**src/design/double_ended_queue_core_macros.svh**
```systemverilog
// Assertion macros for the double-ended queue core.
`ifndef DOUBLE_ENDED_QUEUE_CORE_MACROS_SVH
`define DOUBLE_ENDED_QUEUE_CORE_MACROS_SVH

// Same-cycle implication, sampled on clk, off while arst_n is low.
`define DEQ_ASSERT_NOW(label, ante, cons, msg) \
	label: assert property (@(posedge clk) disable iff (!arst_n) (ante) |-> (cons)) \
		else $error(msg);

// Next-cycle implication, sampled on clk, off while arst_n is low.
`define DEQ_ASSERT_NEXT(label, ante, cons, msg) \
	label: assert property (@(posedge clk) disable iff (!arst_n) (ante) |=> (cons)) \
		else $error(msg);

`endif

```
**src/design/deq_pkg.sv**
```systemverilog
// Shared types and constants for the double-ended queue core.
package deq_pkg;

	localparam int DEPTH_DEF = 16;
	localparam int FUNC_W    = 3;
	localparam int DATA_W    = 32;

	typedef enum logic [FUNC_W-1:0] {
		OP_PUSH_FRONT = 3'd0,
		OP_PUSH_REAR  = 3'd1,
		OP_POP_FRONT  = 3'd2,
		OP_POP_REAR   = 3'd3,
		OP_DUMP       = 3'd4
	} op_t;

	typedef enum logic [1:0] {
		ST_OK        = 2'd0,
		ST_UNDERFLOW = 2'd1,
		ST_OVERFLOW  = 2'd2,
		ST_EMPTY     = 2'd3
	} status_t;

	typedef enum logic [1:0] {
		S_IDLE,
		S_EXEC,
		S_WALK,
		S_DRAIN
	} state_t;

	typedef struct packed {
		logic    load;
		logic    push_front;
		logic    push_rear;
		logic    pop_front;
		logic    pop_rear;
		logic    walk_clear;
		logic    walk_read;
		logic    emit;
		status_t emit_status;
	} deq_cmd_t;

	typedef struct packed {
		logic [FUNC_W-1:0] func;
		logic              empty;
		logic              full;
		logic              walk_end;
	} deq_stat_t;

endpackage

```
**src/design/deq_ram.sv**
```systemverilog
// Generic simple dual-port RAM with registered read.
module deq_ram #(
	parameter int WIDTH = 32,
	parameter int DEPTH = 16
) (
	input  logic                     clk,
	input  logic                     we,
	input  logic [$clog2(DEPTH)-1:0] waddr,
	input  logic [WIDTH-1:0]         wdata,
	input  logic                     re,
	input  logic [$clog2(DEPTH)-1:0] raddr,
	output logic [WIDTH-1:0]         rdata
);

	logic [WIDTH-1:0] mem_q [DEPTH];
	logic [WIDTH-1:0] rdata_q;

	always_ff @(posedge clk) begin
		if (we) begin
			mem_q[waddr] <= wdata;
		end
		if (re) begin
			rdata_q <= mem_q[raddr];
		end
	end

	assign rdata = rdata_q;

endmodule

```
**src/design/deq_ctrl.sv**
```systemverilog
// Controller state machine for the double-ended queue core.
module deq_ctrl (
	input  logic               clk,
	input  logic               arst_n,
	input  logic               start,
	output logic               busy,
	input  deq_pkg::deq_stat_t stat,
	output deq_pkg::deq_cmd_t  cmd
);

	import deq_pkg::*;

	state_t state_q;
	state_t state_d;

	always_ff @(posedge clk or negedge arst_n) begin
		if (!arst_n) begin
			state_q <= S_IDLE;
		end else begin
			state_q <= state_d;
		end
	end

	always_comb begin
		state_d = state_q;
		cmd     = '0;
		busy    = 1'b1;
		case (state_q)
			S_IDLE: begin
				busy     = 1'b0;
				cmd.load = start;
				if (start) begin
					state_d = S_EXEC;
				end
			end
			S_EXEC: begin
				state_d = S_IDLE;
				case (stat.func)
					OP_PUSH_FRONT: begin
						cmd.emit = 1'b1;
						if (stat.full) begin
							cmd.emit_status = ST_OVERFLOW;
						end else begin
							cmd.emit_status = ST_OK;
							cmd.push_front  = 1'b1;
						end
					end
					OP_PUSH_REAR: begin
						cmd.emit = 1'b1;
						if (stat.full) begin
							cmd.emit_status = ST_OVERFLOW;
						end else begin
							cmd.emit_status = ST_OK;
							cmd.push_rear   = 1'b1;
						end
					end
					OP_POP_FRONT: begin
						if (stat.empty) begin
							cmd.emit        = 1'b1;
							cmd.emit_status = ST_UNDERFLOW;
						end else begin
							cmd.pop_front = 1'b1;
							state_d       = S_DRAIN;
						end
					end
					OP_POP_REAR: begin
						if (stat.empty) begin
							cmd.emit        = 1'b1;
							cmd.emit_status = ST_UNDERFLOW;
						end else begin
							cmd.pop_rear = 1'b1;
							state_d      = S_DRAIN;
						end
					end
					OP_DUMP: begin
						if (stat.empty) begin
							cmd.emit        = 1'b1;
							cmd.emit_status = ST_EMPTY;
						end else begin
							cmd.walk_clear = 1'b1;
							state_d        = S_WALK;
						end
					end
					default: begin
						state_d = S_IDLE;
					end
				endcase
			end
			S_WALK: begin
				cmd.walk_read = 1'b1;
				if (stat.walk_end) begin
					state_d = S_DRAIN;
				end
			end
			S_DRAIN: begin
				state_d = S_IDLE;
			end
			default: begin
				state_d = S_IDLE;
			end
		endcase
	end

endmodule

```
**src/design/deq_dp.sv**
```systemverilog
// Datapath for the double-ended queue core: indices, store and result register.
module deq_dp #(
	parameter int DEPTH = deq_pkg::DEPTH_DEF
) (
	input  logic                               clk,
	input  logic                               arst_n,
	input  logic [deq_pkg::FUNC_W-1:0]         func,
	input  logic signed [deq_pkg::DATA_W-1:0]  value,
	input  deq_pkg::deq_cmd_t                  cmd,
	output deq_pkg::deq_stat_t                 stat,
	output logic                               valid,
	output deq_pkg::status_t                   status,
	output logic signed [deq_pkg::DATA_W-1:0]  data,
	output logic                               last
);

	import deq_pkg::*;

	localparam int IDX_W = $clog2(DEPTH);
	localparam int CNT_W = $clog2(DEPTH + 1);
	localparam logic [IDX_W:0]   DEPTH_X   = (IDX_W + 1)'(DEPTH);
	localparam logic [IDX_W-1:0] IDX_LAST  = IDX_W'(DEPTH - 1);
	localparam logic [CNT_W-1:0] CNT_FULL  = CNT_W'(DEPTH);

	logic [FUNC_W-1:0]        func_q;
	logic signed [DATA_W-1:0] value_q;
	logic [IDX_W-1:0]         head_q;
	logic [CNT_W-1:0]         count_q;
	logic [IDX_W-1:0]         walk_q;
	logic                     rd_valid_s1;
	logic                     rd_last_s1;
	logic                     res_valid_q;
	status_t                  res_status_q;
	logic signed [DATA_W-1:0] res_data_q;
	logic                     res_last_q;

	logic [CNT_W-1:0] count_dec;
	logic [CNT_W-1:0] walk_next;
	logic [IDX_W-1:0] offset;
	logic [IDX_W:0]   slot_sum;
	logic [IDX_W-1:0] slot_idx;
	logic [IDX_W-1:0] head_dec;
	logic             walk_end;
	logic             ram_we;
	logic [IDX_W-1:0] ram_waddr;
	logic             ram_re;
	logic [IDX_W-1:0] ram_raddr;
	logic [DATA_W-1:0] ram_rdata;

	assign count_dec = count_q - CNT_W'(1);
	assign walk_next = CNT_W'(walk_q) + CNT_W'(1);
	assign walk_end  = (walk_next == count_q);
	assign head_dec  = (head_q == '0) ? IDX_LAST : head_q - IDX_W'(1);

	always_comb begin
		if (cmd.pop_front) begin
			offset = IDX_W'(1);
		end else if (cmd.pop_rear) begin
			offset = count_dec[IDX_W-1:0];
		end else if (cmd.push_rear) begin
			offset = count_q[IDX_W-1:0];
		end else begin
			offset = walk_q;
		end
	end

	// head + offset, wrapped once into the store
	assign slot_sum = {1'b0, head_q} + {1'b0, offset};
	assign slot_idx = (slot_sum >= DEPTH_X) ? IDX_W'(slot_sum - DEPTH_X) : slot_sum[IDX_W-1:0];

	assign ram_we    = cmd.push_front | cmd.push_rear;
	assign ram_waddr = cmd.push_front ? head_dec : slot_idx;
	assign ram_re    = cmd.pop_front | cmd.pop_rear | cmd.walk_read;
	assign ram_raddr = cmd.pop_front ? head_q : slot_idx;

	deq_ram #(
		.WIDTH(DATA_W),
		.DEPTH(DEPTH)
	) u_ram (
		.clk  (clk),
		.we   (ram_we),
		.waddr(ram_waddr),
		.wdata(value_q),
		.re   (ram_re),
		.raddr(ram_raddr),
		.rdata(ram_rdata)
	);

	always_ff @(posedge clk) begin
		if (cmd.load) begin
			func_q  <= func;
			value_q <= value;
		end
	end

	always_ff @(posedge clk or negedge arst_n) begin
		if (!arst_n) begin
			head_q      <= '0;
			count_q     <= '0;
			walk_q      <= '0;
			rd_valid_s1 <= 1'b0;
			rd_last_s1  <= 1'b0;
			res_valid_q <= 1'b0;
		end else begin
			if (cmd.push_front) begin
				head_q <= head_dec;
			end else if (cmd.pop_front) begin
				head_q <= slot_idx;
			end
			if (ram_we) begin
				count_q <= count_q + CNT_W'(1);
			end else if (cmd.pop_front | cmd.pop_rear) begin
				count_q <= count_dec;
			end
			if (cmd.walk_clear) begin
				walk_q <= '0;
			end else if (cmd.walk_read) begin
				walk_q <= walk_q + IDX_W'(1);
			end
			rd_valid_s1 <= ram_re;
			rd_last_s1  <= cmd.pop_front | cmd.pop_rear | (cmd.walk_read & walk_end);
			res_valid_q <= rd_valid_s1 | cmd.emit;
		end
	end

	always_ff @(posedge clk) begin
		if (rd_valid_s1) begin
			res_status_q <= ST_OK;
			res_data_q   <= ram_rdata;
			res_last_q   <= rd_last_s1;
		end else if (cmd.emit) begin
			res_status_q <= cmd.emit_status;
			res_data_q   <= '0;
			res_last_q   <= 1'b1;
		end
	end

	assign stat.func     = func_q;
	assign stat.empty    = (count_q == '0);
	assign stat.full     = (count_q == CNT_FULL);
	assign stat.walk_end = walk_end;

	assign valid  = res_valid_q;
	assign status = res_status_q;
	assign data   = res_data_q;
	assign last   = res_last_q;

endmodule

```
**src/design/double_ended_queue_core.sv**
```systemverilog
// Top level of the double-ended queue core: controller, datapath and checks.
//
// Bounded double-ended queue of DEPTH signed 32-bit words in a circular store.
// Command channel: func and value are taken at a rising edge with start high
// and busy low. func selects push front, push rear, pop front, pop rear or dump;
// other codes are dropped without a result.
// Result channel: valid marks status, data and last for exactly one cycle.
// The receiver cannot stall; every result must be taken when shown.
// States from the accepting edge to the next possible accept:
//   push, and any refused or empty operation: execute, then back to idle
//   pop: execute, then drain (one registered store read)
//   dump: execute, walk (one store read per word), drain; results back to back
// The single store read port sets the dump rate. The result appears in the
// same cycle that busy falls and may overlap the next accept.
// Reset clears head index, entry count and the controller; the store contents
// are not cleared and are never read before written.
`include "double_ended_queue_core_macros.svh"

module double_ended_queue_core #(
	parameter int DEPTH = deq_pkg::DEPTH_DEF
) (
	input  logic                              clk,
	input  logic                              arst_n,
	input  logic                              start,
	output logic                              busy,
	input  logic [deq_pkg::FUNC_W-1:0]        func,
	input  logic signed [deq_pkg::DATA_W-1:0] value,
	output logic                              valid,
	output deq_pkg::status_t                  status,
	output logic signed [deq_pkg::DATA_W-1:0] data,
	output logic                              last
);

	import deq_pkg::*;

	deq_cmd_t  cmd;
	deq_stat_t stat;

	deq_ctrl u_ctrl (
		.clk   (clk),
		.arst_n(arst_n),
		.start (start),
		.busy  (busy),
		.stat  (stat),
		.cmd   (cmd)
	);

	deq_dp #(
		.DEPTH(DEPTH)
	) u_dp (
		.clk   (clk),
		.arst_n(arst_n),
		.func  (func),
		.value (value),
		.cmd   (cmd),
		.stat  (stat),
		.valid (valid),
		.status(status),
		.data  (data),
		.last  (last)
	);

	`DEQ_ASSERT_NEXT(a_dump_back_to_back, valid && !last, valid, "dump transfer gap")
	`DEQ_ASSERT_NEXT(a_no_result_after_accept, start && !busy, !valid, "result right after accept")
	`DEQ_ASSERT_NOW(a_error_is_last, valid && (status != ST_OK), last && (data == '0),
		"error result not final or data nonzero")

endmodule

```
**config.mk**
```make
export PLATFORM = sky130hd
export DESIGN_NAME = double_ended_queue_core
export DESIGN_NICKNAME = d
export VERILOG_FILES = /design/src/design/deq_pkg.sv /design/src/design/deq_ram.sv /design/src/design/deq_ctrl.sv /design/src/design/deq_dp.sv /design/src/design/double_ended_queue_core.sv
export VERILOG_INCLUDE_DIRS = /design/src /design/src/design
export SDC_FILE = /design/constraint.sdc
export NUM_CORES = 1
export LEC_CHECK = 0
export BUFFER_PORTS_ARGS = -buffer_cell sky130_fd_sc_hd__buf_2
export CAP_MARGIN = 20
export CORE_MARGIN = 8
export CORE_UTILIZATION = 45
export DETAILED_ROUTE_END_ITERATION = 7
export GPL_TIMING_DRIVEN = 0
export PLACE_DENSITY = 0.61
export SYNTH_ARGS = -nofsm -noshare
export SYNTH_HDL_FRONTEND = slang
export SYNTH_HIERARCHICAL = 1
export SYNTH_SLANG_ARGS = --single-unit
```
**constraint.sdc**
```tcl
create_clock -name clk -period 10.1 [get_ports clk]
set_input_delay 1.01 -clock clk [delete_from_list [all_inputs] [get_ports clk]]
set_output_delay 1.01 -clock clk [all_outputs]
set_load 0.02 [all_outputs]
```
==> summary.txt <==
Critical path
  – Reg2reg end: u_dp/u_ram/mem_q[0][15]$_DFFE_PP_
  – FF-to-FF setup slack: 3730 ps
  – Crit-path cells: buf_6 -> inv_1 -> ha_1 -> nor4b_1 -> nand2b_1 -> or3_4 -> nor2_1 -> clkbuf_1 -> clkbuf_1 -> a211o_1 -> inv_1 -> ha_1 -> a21o_1 -> a21oi_1 -> xnor2_1 -> xnor2_1 -> o21ai_1 -> or3b_2 -> nor3_2 -> buf_4 -> buf_4
  – Worst R2R Path Depth: 21
  – Slowest stage cell, crit path: nor4b_1
  – Setup crit end kind: flip-flop
  – Crit Path Class: flip-flop to flip-flop
  – Worst Setup Start Kind: flip-flop
  – Worst Path Max Fanout: 10
  – RR Startpoint: u_dp/count_q[0]$_DFFE_PN0P_
  – Crit-path max cell delay: 720 ps
  – Worst Path Arrival: 6640 ps
  – CP required: 10,370 ps

Logic synthesis
  – Largest family of logic cells by synthesized area: multiplexers
  – Synth area leaders: edfxtp_1, mux4_2, a22oi_1
  – Most numerous cell in the Yosys netlist: edfxtp_1
  – Post-synth top area share: 76.4%
  – Synth Instances: 1,133
  – EDFF count, synth: 612
  – Top cells by instance count after synthesis: edfxtp_1, mux4_2, a22oi_1, nand2_1, nor2_1
  – Most used DFF post-synth: edfxtp_1
  – Synth Area in XOR/XNOR: 0.619%
  – Seq/Total Area, Yosys: 78.4%
  – Async set or reset register ratio after synthesis: 2.85%
  – Synth Area in Compound Gates: 3.06%
  – FF+latch count, synth: 632
  – Yosys top cell by area: edfxtp_1
  – Syn_nets: 1,181
  – Post-Synth Adder-Cell Area: 0.551%
  – Synthesized cell area: 24,100 sq um
  – Multiplexer share of the synthesized area: 12.5%
  – YS warnings: 6
  – Simple-Gate Fraction of Synth Area: 3.45%
  – Avg Synthesized Cell Area: 21.2 sq um
  – Synth cell types: 57

Timing
  – Final hold vios: 0
  – Post-route clock period utilization: 63.1%
  – Measured slew at the worst slew-check pin: 1070 ps
  – RSZ-0062 raised after global routing: false
  – Final Critical Period: 6370 ps
  – Setup TNS: 0 ps
  – Peak Freq: 0.157 GHz
  – Final WS setup: 3730 ps
  – Clock Skew: 29.0 ps
  – Final setup viols: 0
  – Slew HR: 28.4%
  – Final Max Slew Viols: 0

Final layout
  – Core Util, Final: 52.9%
  – Layout area overhead: 15.7%
  – Footprint of the multi-input gates: 4960 sq um
  – Layout fillers: 4,017
  – Sequential cell area: 18,900 sq um
  – NumNets Final: 1,352
  – Layout cells sized above 1: 27.1%
  – N_diodes: 0

Clock network
  – Clock Tree Buf Depth: 3
  – Post-CTS Hold Fix Bufs: 0
  – Post-CTS sizing: 0
  – H-tree depth: 3
  – Postcts setup bufs: 0
  – CTS Buf Count: 66
  – Clock-pin slew on the worst setup and hold paths: 60 ps
  – Clk_lat worst skew: 590 ps
  – CTS tree: yes
  – TritonCTS Sinks: 632
  – Root Buffer: clkbuf_16

Placement
  – Final HPWL DP: 32,300 um
  – Dpl ws: 3700 ps
  – # port buffers: 74
  – Gp weighted congestion: 0.770

Drt
  – Vias per Instance: 5.60
  – Final WL: 50,900 um
  – DRT Pass-1 Iters: 5
  – DR vias: 11,400
  – Residual DRC count: 0
  – DR iter-0 viols: 1,043
  – Antenna viol nets, final: 0
  – WL per Instance: 25.0 um

Hold path
  – Worst min path class: input port to asynchronous set/reset pin

Floorplanning
  – Chip width: 247 um
  – Row count: 84
  – Die area: 61,100 sq um
  – Core Area: 52,700 sq um
  – Die Span Y: 247 um
  – I/O pin cnt: 75
  – Initial Util: 45.7%

Power
  – Sw Pwr: 0.00362 W
  – Leakage: 9.06 nW
  – Peak supply drop: 0.000264 V
  – Net Sw Frac: 35.6%
  – Combinational Power Share: 42.1%
  – Flop pwr share: 35.6%
  – PD cells: 365 nW/um^2
  – Clock power share: 22.3%
  – Int Pwr: 0.00655 W

Global route
  – Vias in the first global route: 11,900
  – GR Overflow Total: 0
  – Largest net degree at the start of global routing: 35
  – First-pass GRT wire length: 76,400 um
  – Initial antenna violation count: 0
  – Tot GR Track Use: 16.9%

Status
  – Status: completed

Flow run
  – Maxcap violations: 0
-- registers in the layout (all words and copies together), names as in the netlist, 2 cells and up, named ones only --
signal            count
u_dp/value_q         32
u_dp/count_q          5
u_dp/data            32
u_dp/head_q           4
u_dp/status           2
u_dp/u_ram/rdata     32
u_dp/u_ram/mem_q    512
u_dp/walk_q           4
u_dp/func_q           3
-- critical path: cells and delay by family (launching register included) --
kind,cells,cell delay (ps)
AOI/OAI and AO/OA,4,1110
xor gates and xnor gates,2,360
adders and majority gates,2,370
buffers and inverters,7,1350
DFF,1,390
and+or+nand+nor,6,2440
-- stage by stage --
step | area, sq um | power (W) | hold slack, ps | instances
finish | 27800 | 0.0102 | 366 | 2035
global route | 27800 | 0.0107 | 374 | 2035
CTS | 27800 | 0.0103 | 349 | 2035
detailed placement | 25800 | 0.00804 | 485 | 1924
global placement | 25300 | 0.00788 | 485 | 1895
floorplan | 24100 | 0.00657 | 478 | 1133
-- per-layer routing --
metal / vias up / part of all wire [%] / wire (um) / track usage (%)
li1: 4983 / - / - / -
met1: 6038 / 42 / 21400 / 22.4
met2: 318 / 50 / 25500 / 28.1
met3: 65 / 5.6 / 2840 / 3.17
met4: 0 / 2.2 / 1100 / 5.60
met5: - / 0 / 0 / 0
-- kinds of logic after synthesis --
group / Yosys count
buffers and inverters: 72
AOI/OAI and AO/OA: 98
and+or+nand+nor: 165
DFF: 632
xor gates and xnor gates: 17
muxes: 139
adders and majority gates: 10
-- power groups by stage --
stage / Sequential [W] / Clock (W) / Combinational [W]
2_1_floorplan: 0.00370 / 0 / 0.00288
3_5_place_dp: 0.00368 / 0 / 0.00436
4_1_cts: 0.00363 / 0.00232 / 0.00438
3_3_place_gp: 0.00368 / 0 / 0.00421
6_report: 0.00362 / 0.00226 / 0.00428
5_1_grt: 0.00366 / 0.00241 / 0.00463
-- placed cells by master (no fill, tap or decap), drive strengths merged, types with 2 or more instances in the layout --
| cell | synthesis | routed |
|---|---|---|
| nand2 | 47 | 47 |
| ha | 9 | 9 |
| dfxtp | 2 | 2 |
| a21o | 2 | 2 |
| clkinv | 0 | 21 |
| or3 | 2 | 2 |
| bufinv | 0 | 3 |
| a22oi | 65 | 65 |
| edfxtp | 612 | 612 |
| nand3 | 7 | 7 |
| dfrtp | 18 | 18 |
| nor3 | 11 | 11 |
| and2 | 35 | 35 |
| a21oi | 4 | 4 |
| o211ai | 2 | 2 |
| nor2 | 36 | 36 |
| nor2b | 5 | 5 |
| nand3b | 3 | 3 |
| inv | 13 | 15 |
| or2 | 4 | 4 |
| a211oi | 2 | 2 |
| xnor2 | 10 | 10 |
| mux2 | 3 | 3 |
| mux2i | 8 | 8 |
| mux4 | 128 | 128 |
| nor4b | 2 | 2 |
| xor2 | 7 | 7 |
| clkbuf | 26 | 110 |
| nand2b | 8 | 8 |
| o21ai | 9 | 9 |
| buf | 33 | 136 |
-- worst max path at each step --
stage	from	endpoint	cells after the start
2_1_floorplan	u_dp/count_q[0]$_DFFE_PN0P_	u_dp/u_ram/mem_q[0][0]$_DFFE_PP_	19
3_3_place_gp	u_dp/count_q[0]$_DFFE_PN0P_	u_dp/u_ram/mem_q[8][14]$_DFFE_PP_	19
3_5_place_dp	u_dp/count_q[0]$_DFFE_PN0P_	u_dp/u_ram/mem_q[0][15]$_DFFE_PP_	21
4_1_cts	u_dp/count_q[0]$_DFFE_PN0P_	u_dp/u_ram/mem_q[0][16]$_DFFE_PP_	21
5_1_grt	u_dp/count_q[0]$_DFFE_PN0P_	u_dp/u_ram/mem_q[0][15]$_DFFE_PP_	21
6_report	u_dp/count_q[0]$_DFFE_PN0P_	u_dp/u_ram/mem_q[0][15]$_DFFE_PP_	21
-- layout make-up --
type	instances	share of cell area [%]
Buffer	59	1.04
Clock buffer	84	6.41
Clock inverter	27	0.728
Inverter	13	0.175
Multi-Input combinational cell	429	17.8
Sequential cell	632	67.8
Tap cell	688	3.09
Timing Repair Buffer	103	2.93
Power figures use the tool's default switching activity.
